## src/hw/rtl/sws_pkg.sv

```systemverilog
// Package: shared constants, payload structs and codes for the sliding window sender.
`timescale 1ns / 1ps
package sws_pkg;
    localparam int WINDOW_MAX_DEF    = 64;
    localparam int PENDING_DEPTH_DEF = 256;
    localparam int MAX_PAYLOAD_DEF   = 1024;

    localparam logic [1:0] MODE_NEW     = 2'd0;
    localparam logic [1:0] MODE_ACK     = 2'd1;
    localparam logic [1:0] MODE_TIMEOUT = 2'd2;

    localparam logic [1:0] KIND_FIRST   = 2'd0;
    localparam logic [1:0] KIND_RESEND  = 2'd1;
    localparam logic [1:0] KIND_REFUSED = 2'd2;

    typedef struct packed {
        logic [1:0]  mode;
        logic [15:0] segment_length;
        logic [31:0] ack_number;
        logic        cumulative;
    } t_in_item;

    typedef struct packed {
        logic [1:0]  kind;
        logic [31:0] seq_number;
        logic [10:0] payload_length;
        logic        last;
    } t_out_item;
endpackage

```

## src/hw/rtl/sws_pend_mem.sv

```systemverilog
// Pending length FIFO storage: synchronous memory, one write and one registered read port.
`timescale 1ns / 1ps
module sws_pend_mem #(
    parameter int DEPTH = sws_pkg::PENDING_DEPTH_DEF,
    parameter int AW    = $clog2(DEPTH)
) (
    input  logic          i_clk,
    input  logic          i_we,
    input  logic [AW-1:0] i_waddr,
    input  logic [10:0]   i_wdata,
    input  logic [AW-1:0] i_raddr,
    output logic [10:0]   o_rdata
);
    logic [10:0] r_mem [DEPTH];

    // write port
    always_ff @(posedge i_clk) begin
        if (i_we) begin
            r_mem[i_waddr] <= i_wdata;
        end
    end

    // registered read port
    always_ff @(posedge i_clk) begin
        o_rdata <= r_mem[i_raddr];
    end
endmodule

```

## config.mk

```make
export PLATFORM = sky130hd
export DESIGN_NAME = sws_pend_mem
export DESIGN_NICKNAME = d
export VERILOG_FILES = /design/src/hw/rtl/sws_pkg.sv /design/src/hw/rtl/sws_pend_mem.sv
export SDC_FILE = /design/constraint.sdc
export NUM_CORES = 2
export LEC_CHECK = 0
export BUFFER_PORTS_ARGS = -buffer_cell sky130_fd_sc_hd__buf_2
export CAP_MARGIN = 20
export CORE_MARGIN = 3
export CORE_UTILIZATION = 63
export DETAILED_ROUTE_END_ITERATION = 6
export PLACE_DENSITY = 0.79
export SETUP_SLACK_MARGIN = 0.4
export SLEW_MARGIN = 40
export SYNTH_ARGS = -nofsm -noshare
export SYNTH_HDL_FRONTEND = slang
export SYNTH_SLANG_ARGS = --single-unit
```

## constraint.sdc

```tcl
create_clock -name i_clk -period 3.2 [get_ports i_clk]
set_input_delay 0.8 -clock i_clk [delete_from_list [all_inputs] [get_ports i_clk]]
set_output_delay 0.8 -clock i_clk [all_outputs]
set_load 0.01 [all_outputs]
```

==> flow_metrics.py <==
metrics = {
    "outcome": {
        "outcome": "complete, no violations",
    },
    "timing": {
        "max_freq_ghz": 0.352,
        "skew_ps": 50.2,
        "rsz0062_at_grt": "yes",
        "setup-tns-final_ps": 0,
        "min_period_ps": 2840,
        "setup_viol": 0,
        "whs_ps": 199,
        "relSlewSlack_pct": 45.2,
        "slew_violations": 0,
        "post-route-period-util_pct": 88.9,
        "setup_slack_ps": 356,
        "worstMarginPinSlew_ps": 816,
        "hold_viol_final": 0,
    },
    "grt": {
        "grt_max_degree": 105,
        "grt_overflow": 0,
        "track_usage_pct": 34.3,
        "grt_pass1_vias": 60300,
        "antenna_found_initial": 20,
        "grt_pass1_wl_um": 435000,
    },
    "routing": {
        "dr.pass1.iters": 7,
        "drc": 0,
        "num_vias": 60100,
        "finalWirelength_um": 305000,
        "drt_iter0_markers": 10300,
        "via_per_inst": 7.18,
        "wire_per_inst_um": 36.4,
        "antenna_left": 0,
    },
    "die": {
        "dieArea_sq_um": 178000,
        "core_area_sq_um": 170000,
        "start_util_pct": 63.8,
        "fp-row-count": 151,
        "pin_count": 40,
        "die_w_um": 421,
        "die_h_um": 421,
    },
    "place": {
        "place_ws_ps": -742,
        "post-dp-hpwl_um": 180000,
        "gp_congestion": 0.939,
        "port_buffers": 39,
    },
    "clocking": {
        "cts_tree": "built",
        "clkSinkCount": 2827,
        "cts-htree-levels": 5,
        "postCtsSetupRepairBufs": 0,
        "cts_buffer_depth": 4,
        "cts_buffers": 289,
        "clk_pin_slew_ps": 60,
        "root_buffer": "clkbuf_16",
        "insertion_delay_ps": 930,
    },
    "pwr": {
        "pwr_density_cell_nw_per_um2": 619,
        "ir_worst_vdd_mv": 0.737,
        "leakagePower_uw": 0.0414,
    },
    "yosys": {
        "synth_edf_count": 2816,
        "async_flop_share_pct": 0,
        "ys_types": 58,
        "syn_avg_cell_area_sq_um": 21.7,
        "synth_nets": 5028,
        "yosys-top-cells-area": "edfxtp_1 78%, mux4_2 13%, mux2i_1 2.1%",
        "ys_ff_latch": 2827,
        "synthCells": 4999,
        "synth.most_common_cell": "edfxtp_1",
        "yosys_warnings": 0,
        "ys_seq_area_share_pct": 78.0,
        "synthFlopType": "edfxtp_1",
        "yosysTopAreaCellShare_pct": 77.8,
        "synth_commonest_cells": "2816 x edfxtp_1, 614 x mux4_2, 291 x nor2_1",
        "syn_area_sq_um": 109000,
        "synth_top_area_cell": "edfxtp_1",
    },
    "worst_hold_path": {
        "hp-class": "in2reg",
    },
    "final_layout": {
        "multi_input_area_sq_um": 22300,
        "fin_nets": 5896,
        "post-route-util_pct": 74.5,
        "synthToLayoutAreaGrowth_pct": 16.7,
        "seq_area_sq_um": 84800,
        "n_fill_cell": 8750,
        "drive_gt1_share_pct": 31.6,
    },
    "setup_path": {
        "critPathKind": "in2reg",
        "cp-start-kind": "primary input",
        "r2r_setup_slack_ps": 510,
        "crit_path_end_kind": "flip-flop",
        "cp.arrival_ps": 3610,
        "crit_path_max_fanout": 17,
        "required_ps": 3960,
    },
    "run": {
        "maxCapViolations": 0,
    },
}
[worst paths after layout]
path / startpoint / endpoint / cells past startpoint
max reg2reg: r_mem[191][3] / o_rdata[3] / 8
min reg2reg: r_mem[162][2] / o_rdata[2] / 6
max: i_raddr[0] / o_rdata[2] / 10
min: i_wdata[3] / r_mem[81][3] / 1
[layout make-up]
type / instances / share of cell area (%)
Antenna cell: 10 / 0.0197
Inverter: 5 / 0.0148
Clock inverter: 129 / 1.12
Timing Repair Buffer: 880 / 6.13
Sequential cell: 2827 / 66.8
Clock buffer: 356 / 6.04
Tap cell: 2295 / 2.26
Multi-Input combinational cell: 1864 / 17.6
[power by group]
group / switching [uW] / internal [uW] / total (uW)
logic: 2730 / 1710 / 4440
registers: 98.1 / 40800 / 40900
clock network: 13700 / 19500 / 33300
[cells by family after synthesis]
group / share of synthesized area [%]
AOI/OAI and AO/OA: 3.38
and+or+nand+nor: 2.13
muxes: 14.8
DFF: 78.0
buffers and inverters: 1.66
[stage by stage]
| stage | instance area (sq um) | instances | power, uW |
|---|---|---|---|
| 2_1_floorplan | 109000 | 4999 | 43600 |
| 3_3_place_gp | 118000 | 7869 | 45800 |
| 3_5_place_dp | 118000 | 7869 | 45900 |
| 4_1_cts | 127000 | 8354 | 78600 |
| 5_1_grt | 127000 | 8362 | 80200 |
| 6_report | 127000 | 8366 | 78600 |
[metal layers]
layer | global-route usage, % | share of wire, % | up-vias
li1 | - | - | 22900
met1 | 44.6 | 32 | 30600
met2 | 53.3 | 48 | 5395
met3 | 9.02 | 13 | 1198
met4 | 19.6 | 7.1 | 4
met5 | 0 | 0.0085 | -
[placed cells by master (no fill, tap or decap), drive strengths merged, types with 52 or more instances in the layout]
cell type and count:
a21oi 76, nand2 52, nor2 291, mux2i 229, clkbuf 364, edfxtp 2816, clkinv 86, a22oi 125
o22ai 84, buf 872, mux4 614
[registers in the layout (all words and copies together) (netlist names)]
register / cells
r_mem: 2816
o_rdata: 11
[worst max-delay path, stage by stage]
cell	delay [ps]
buf_12	200
buf_16	230
buf_6	230
buf_4	160
mux4_2	500
a22oi_2	260
a21boi_0	150
buf_4	200
nor4_4	690
nor4_1	120
[timing repair]
action	CTS	global route
gates resized for setup	12	18
endpoints found under the setup margin	8	10
gates cloned	0	0
pin swaps	1	3
hold buffers	0	0
Note: power is estimated with default switching activity, not from simulation.
