[config.mk]
export PLATFORM = sky130hd
export DESIGN_NAME = sws_unack_mem
export DESIGN_NICKNAME = d
export VERILOG_FILES = /design/src/hw/rtl/sws_pkg.sv /design/src/hw/rtl/sws_unack_mem.sv
export SDC_FILE = /design/constraint.sdc
export NUM_CORES = 2
export LEC_CHECK = 0
export BUFFER_PORTS_ARGS = -buffer_cell sky130_fd_sc_hd__buf_2
export CORE_MARGIN = 3
export CORE_UTILIZATION = 65
export CTS_BUF_LIST = sky130_fd_sc_hd__clkbuf_8
export CTS_CLUSTER_SIZE = 12
export DETAILED_ROUTE_END_ITERATION = 16
export PLACE_DENSITY_LB_ADDON = 0.3
export SYNTH_ARGS = -nofsm -noshare
export SYNTH_HDL_FRONTEND = slang
export SYNTH_SLANG_ARGS = --single-unit
[constraint.sdc]
create_clock -name i_clk -period 6.6 [get_ports i_clk]
set_clock_uncertainty 0.1 [all_clocks]
set_input_delay 1.32 -clock i_clk [delete_from_list [all_inputs] [get_ports i_clk]]
set_output_delay 1.32 -clock i_clk [all_outputs]
set_load 0.05 [all_outputs]
[src/hw/rtl/sws_pkg.sv]
// Package: shared constants, payload structs and codes for the sliding window sender.
`timescale 1ns / 1ps
package sws_pkg;
    localparam int WINDOW_MAX_DEF    = 64;
    localparam int PENDING_DEPTH_DEF = 256;
    localparam int MAX_PAYLOAD_DEF   = 1024;

    localparam logic [1:0] MODE_NEW     = 2'd0;
    localparam logic [1:0] MODE_ACK     = 2'd1;
    localparam logic [1:0] MODE_TIMEOUT = 2'd2;

    localparam logic [1:0] KIND_FIRST   = 2'd0;
    localparam logic [1:0] KIND_RESEND  = 2'd1;
    localparam logic [1:0] KIND_REFUSED = 2'd2;

    typedef struct packed {
        logic [1:0]  mode;
        logic [15:0] segment_length;
        logic [31:0] ack_number;
        logic        cumulative;
    } t_in_item;

    typedef struct packed {
        logic [1:0]  kind;
        logic [31:0] seq_number;
        logic [10:0] payload_length;
        logic        last;
    } t_out_item;
endpackage

[src/hw/rtl/sws_unack_mem.sv]
// Unacked list storage: sequence number and length per slot, one write and one read port.
`timescale 1ns / 1ps
module sws_unack_mem #(
    parameter int DEPTH = sws_pkg::WINDOW_MAX_DEF,
    parameter int AW    = (DEPTH > 1) ? $clog2(DEPTH) : 1
) (
    input  logic          i_clk,
    input  logic          i_we,
    input  logic [AW-1:0] i_waddr,
    input  logic [42:0]   i_wdata,
    input  logic [AW-1:0] i_raddr,
    output logic [42:0]   o_rdata
);
    logic [42:0] r_mem [DEPTH];

    // write port
    always_ff @(posedge i_clk) begin
        if (i_we) begin
            r_mem[i_waddr] <= i_wdata;
        end
    end

    // registered read port
    always_ff @(posedge i_clk) begin
        o_rdata <= r_mem[i_raddr];
    end
endmodule

==> flow_summary_export.csv <==
group,metric,value,unit
cts,cts_inserted_buffers,429,
layout,final_area,117000,um^2
cts,clock_path_buffers,4,
global_route,grtUsageTotal,32.6,%
logic_synthesis,synth_top_family_by_area,"multiplexers",
timing,fin_crit_sh,58.4,%
logic_synthesis,synth_mux_area_share,16.9,%
floorplanning,pin_count,100,
timing,fin_ws,2.75,ns
placement,post_dp_cell_area,109000,um^2
global_route,antenna_found_initial,21,
layout,utilization,73.0,%
drt,vias,52400,
timing,fin_crit,3.85,ns
timing,setup_viol,0,
setup_path,required,7.43,ns
global_route,first_global_vias,51700,
logic_synthesis,syn_nets,4501,
logic_synthesis,synth_fa_ha_area_share,0,%
setup_path,cp.arrival,4.69,ns
placement,place_inst,6613,
logic_synthesis,synth_cell_type_count,34,
drt,antenna_left,0,
placement,hpwl,147000,um
placement,gp_congestion,0.821,
cts,clkTransAtPathRegs,0.07,ns
drt,route.detailed.drc,0,
cts,cts_tree,"yes",
job,drv_cap,0,
layout,area_delta_synth_final,11.3,%
cts,htreeDepth,5,
floorplanning,coreArea,161000,um^2
logic_synthesis,ys_seq_elements,2795,
cts,cts_resized,0,
floorplanning,dieArea,167000,um^2
cts,clock_latency,1.10,ns
floorplanning,start_util,65.6,%
setup_path,crit_fanout,67,
hold_path,hold_class,"reg2reg",
logic_synthesis,syn_area,105000,um^2
floorplanning,rows,147,
setup_path,crit_slowest_cell,"o22ai_1",
setup_path,crit_buf_inv,2,
timing,maxSlewViolCount,0,
setup_path,worstSetupEndpointType,"flip-flop",
global_route,grt_overflow_total,0,
drt,viasPerCell,7.08,
timing,slew_headroom,12.2,%
power_and_ir_drop,ir_worst_vdd,0.253,mV
logic_synthesis,ys_seq_area_share,79.2,%
setup_path,rr_endpoint,"o_rdata[9]$_DFF_P_",
timing,hold_ws,0.770,ns
cts,cts.sinks,2795,
setup_path,r2r_slack,4.05,ns
drt,drt_iter0_markers,8481,
global_route,grt_max_degree,121,
floorplanning,die_width,409,um
drt,dr.pass1.iters,6,
setup_path,r2r_start,"r_mem[43][9]$_DFFE_PP_",
layout,nNetsFinal,4942,
power_and_ir_drop,powerDensity,298,nW/um^2
cts,root_buffer,"clkbuf_8",
setup_path,cpLargestDelayFamily,"multiplexers",
timing,hold_viol,0,
logic_synthesis,synth.avg_cell_area,23.7,um^2
setup_path,start_kind,"primary input",
setup_path,cp.depth,6,
hold_path,hp-start,"r_mem[36][40]$_DFFE_PP_",
cts,cts_setup_buffers,0,
layout,instances_no_fill,7396,
hold_path,whs_path_depth,5,
global_route,grt_pass1_wl,381000,um
logic_synthesis,synthCells,4444,
timing,worst_pin_slew,1.31,ns
power_and_ir_drop,p_leak,37.1,nW
power_and_ir_drop,finalPower,34.9,mW
floorplanning,die_height,409,um
logic_synthesis,synth-simple-area-share,1.10,%
layout,final_layout_size_suffix_gt1_share,31.8,%
logic_synthesis,ys.warnings.count,0,
logic_synthesis,synth_xor_area_share,0,%
setup_path,reg2regPathDepth,4,
outcome,status,"finished, final reports clean",
hold_path,hold_end,"o_rdata[40]$_DFF_P_",
setup_path,crit_type,"in2reg",
setup_path,path_cells,"buf_8 > buf_12 > mux4_2 > mux4_2 > o22ai_1 > nor2_1",
timing,fin_tns_setup,0,ns
logic_synthesis,synth_compound_area_share,1.63,%
setup_path,cpMostUsedCell,"mux4_2",
placement,pre_cts_ws,1.68,ns
drt,avgRoutedWirePerCell,36.2,um
timing,fmax,0.260,GHz
timing,rsz0062_at_grt,"false",
cts,postCtsHoldBufs,0,
drt,drt-total-wl,267000,um
placement,port_buffers,99,
setup_path,cpPeakStageDelay,0.85,ns
==> metal layers <==
layer,global-route usage (%),vias to the layer above,part of all wire (%)
met3,10.2,622,15
met5,0,-,0.015
met1,47.4,27400,35
met4,11.7,6,3.7
li1,-,20000,-
met2,48.1,4351,46
==> worst register-to-register path, cell delays in order (launching register included) <==
cell      delay (ns)
edfxtp_1        0.38
mux4_2          0.49
mux4_2          0.47
o22ai_1         0.87
nor2_1          0.12
==> where the power goes <==
group          internal, mW  switching (mW)  leakage, nW
clock                  6.87            6.44         4.59
sequential             19.7           0.110         25.1
combinational         0.642            1.21         7.42
==> area by class of cell <==
cell class / count / area, um^2
timing repair buffer: 256 / 1940
multi-input combinational: 1403 / 21200
antenna: 12 / 30.0
clock inverter: 297 / 1430
sequential: 2795 / 83500
clock buffer: 473 / 6510
fill: 8598 / 43400
tap: 2160 / 2700
==> cell usage in the layout (no fill, tap or decap), drive strengths merged, types with 2 or more instances in the layout <==
| cell | count |
|---|---|
| nand4 | 2 |
| buf | 256 |
| or2 | 4 |
| nor2 | 164 |
| edfxtp | 2752 |
| nand2 | 12 |
| dfxtp | 43 |
| nor4 | 3 |
| a211oi | 9 |
| o221ai | 33 |
| nand3 | 5 |
| clkbuf | 473 |
| nor3 | 32 |
| nand2b | 10 |
| inv | 132 |
| mux2 | 63 |
| o21ai | 24 |
| or3 | 3 |
| or3b | 5 |
| bufinv | 8 |
| a21oi | 66 |
| mux2i | 77 |
| clkinv | 152 |
| nor2b | 14 |
| diode | 12 |
| mux4 | 726 |
| o22ai | 144 |
| clkinvlp | 5 |
| nand3b | 4 |
==> cell usage after synthesis <==
master / instances / area, um^2
edfxtp_1: 2752 / 82600
mux4_2: 726 / 16400
nor2b_1: 14 / 87.6
o221ai_1: 33 / 289
buf_6: 7 / 78.8
a211oi_1: 9 / 67.6
nor4_1: 3 / 18.8
or2_1: 1 / 6.26
buf_4: 26 / 195
buf_2: 87 / 435
buf_1: 25 / 93.8
dfxtp_1: 43 / 861
mux2_2: 63 / 709
or3b_2: 3 / 26.3
mux2i_1: 77 / 771
nand4_1: 2 / 12.5
clkbuf_4: 1 / 7.51
o21ai_0: 24 / 120
nand2b_1: 10 / 62.6
or3b_1: 2 / 17.5
or2_2: 2 / 12.5
a21oi_1: 66 / 330
nor3_1: 32 / 160
nand3b_1: 4 / 30.0
or3_1: 3 / 18.8
a32oi_1: 1 / 8.76
and2_1: 1 / 6.26
clkbuf_1: 100 / 375
nand3_1: 5 / 25.0
nor2_1: 164 / 616
or2_0: 1 / 6.26
nand2_1: 12 / 45.0
o22ai_1: 144 / 901
nand4b_1: 1 / 8.76
==> state kept, by name, indices dropped and copies added (netlist names) <==
register,flops
o_rdata,43
r_mem,2752
==> cells by family (layout without fill, tap and decap cells) <==
kind of cell	count (synthesis)	in the layout
flip-flops	2795	2795
multiplexers	866	866
AO/OA/AOI/OAI	277	277
AND/OR/NAND/NOR	260	260
buffers and inverters	246	1026
other	0	12
==> worst max path at each step <==
stage,start,to
3_5_place_dp,i_raddr[0],o_rdata[10]$_DFF_P_
5_1_grt,i_raddr[0],o_rdata[10]$_DFF_P_
4_1_cts,i_raddr[0],o_rdata[10]$_DFF_P_
3_3_place_gp,i_raddr[0],o_rdata[9]$_DFF_P_
2_1_floorplan,i_waddr[3],r_mem[48][0]$_DFFE_PP_
6_report,i_raddr[0],o_rdata[9]$_DFF_P_
No activity file was read; power rests on OpenSTA's default activity.
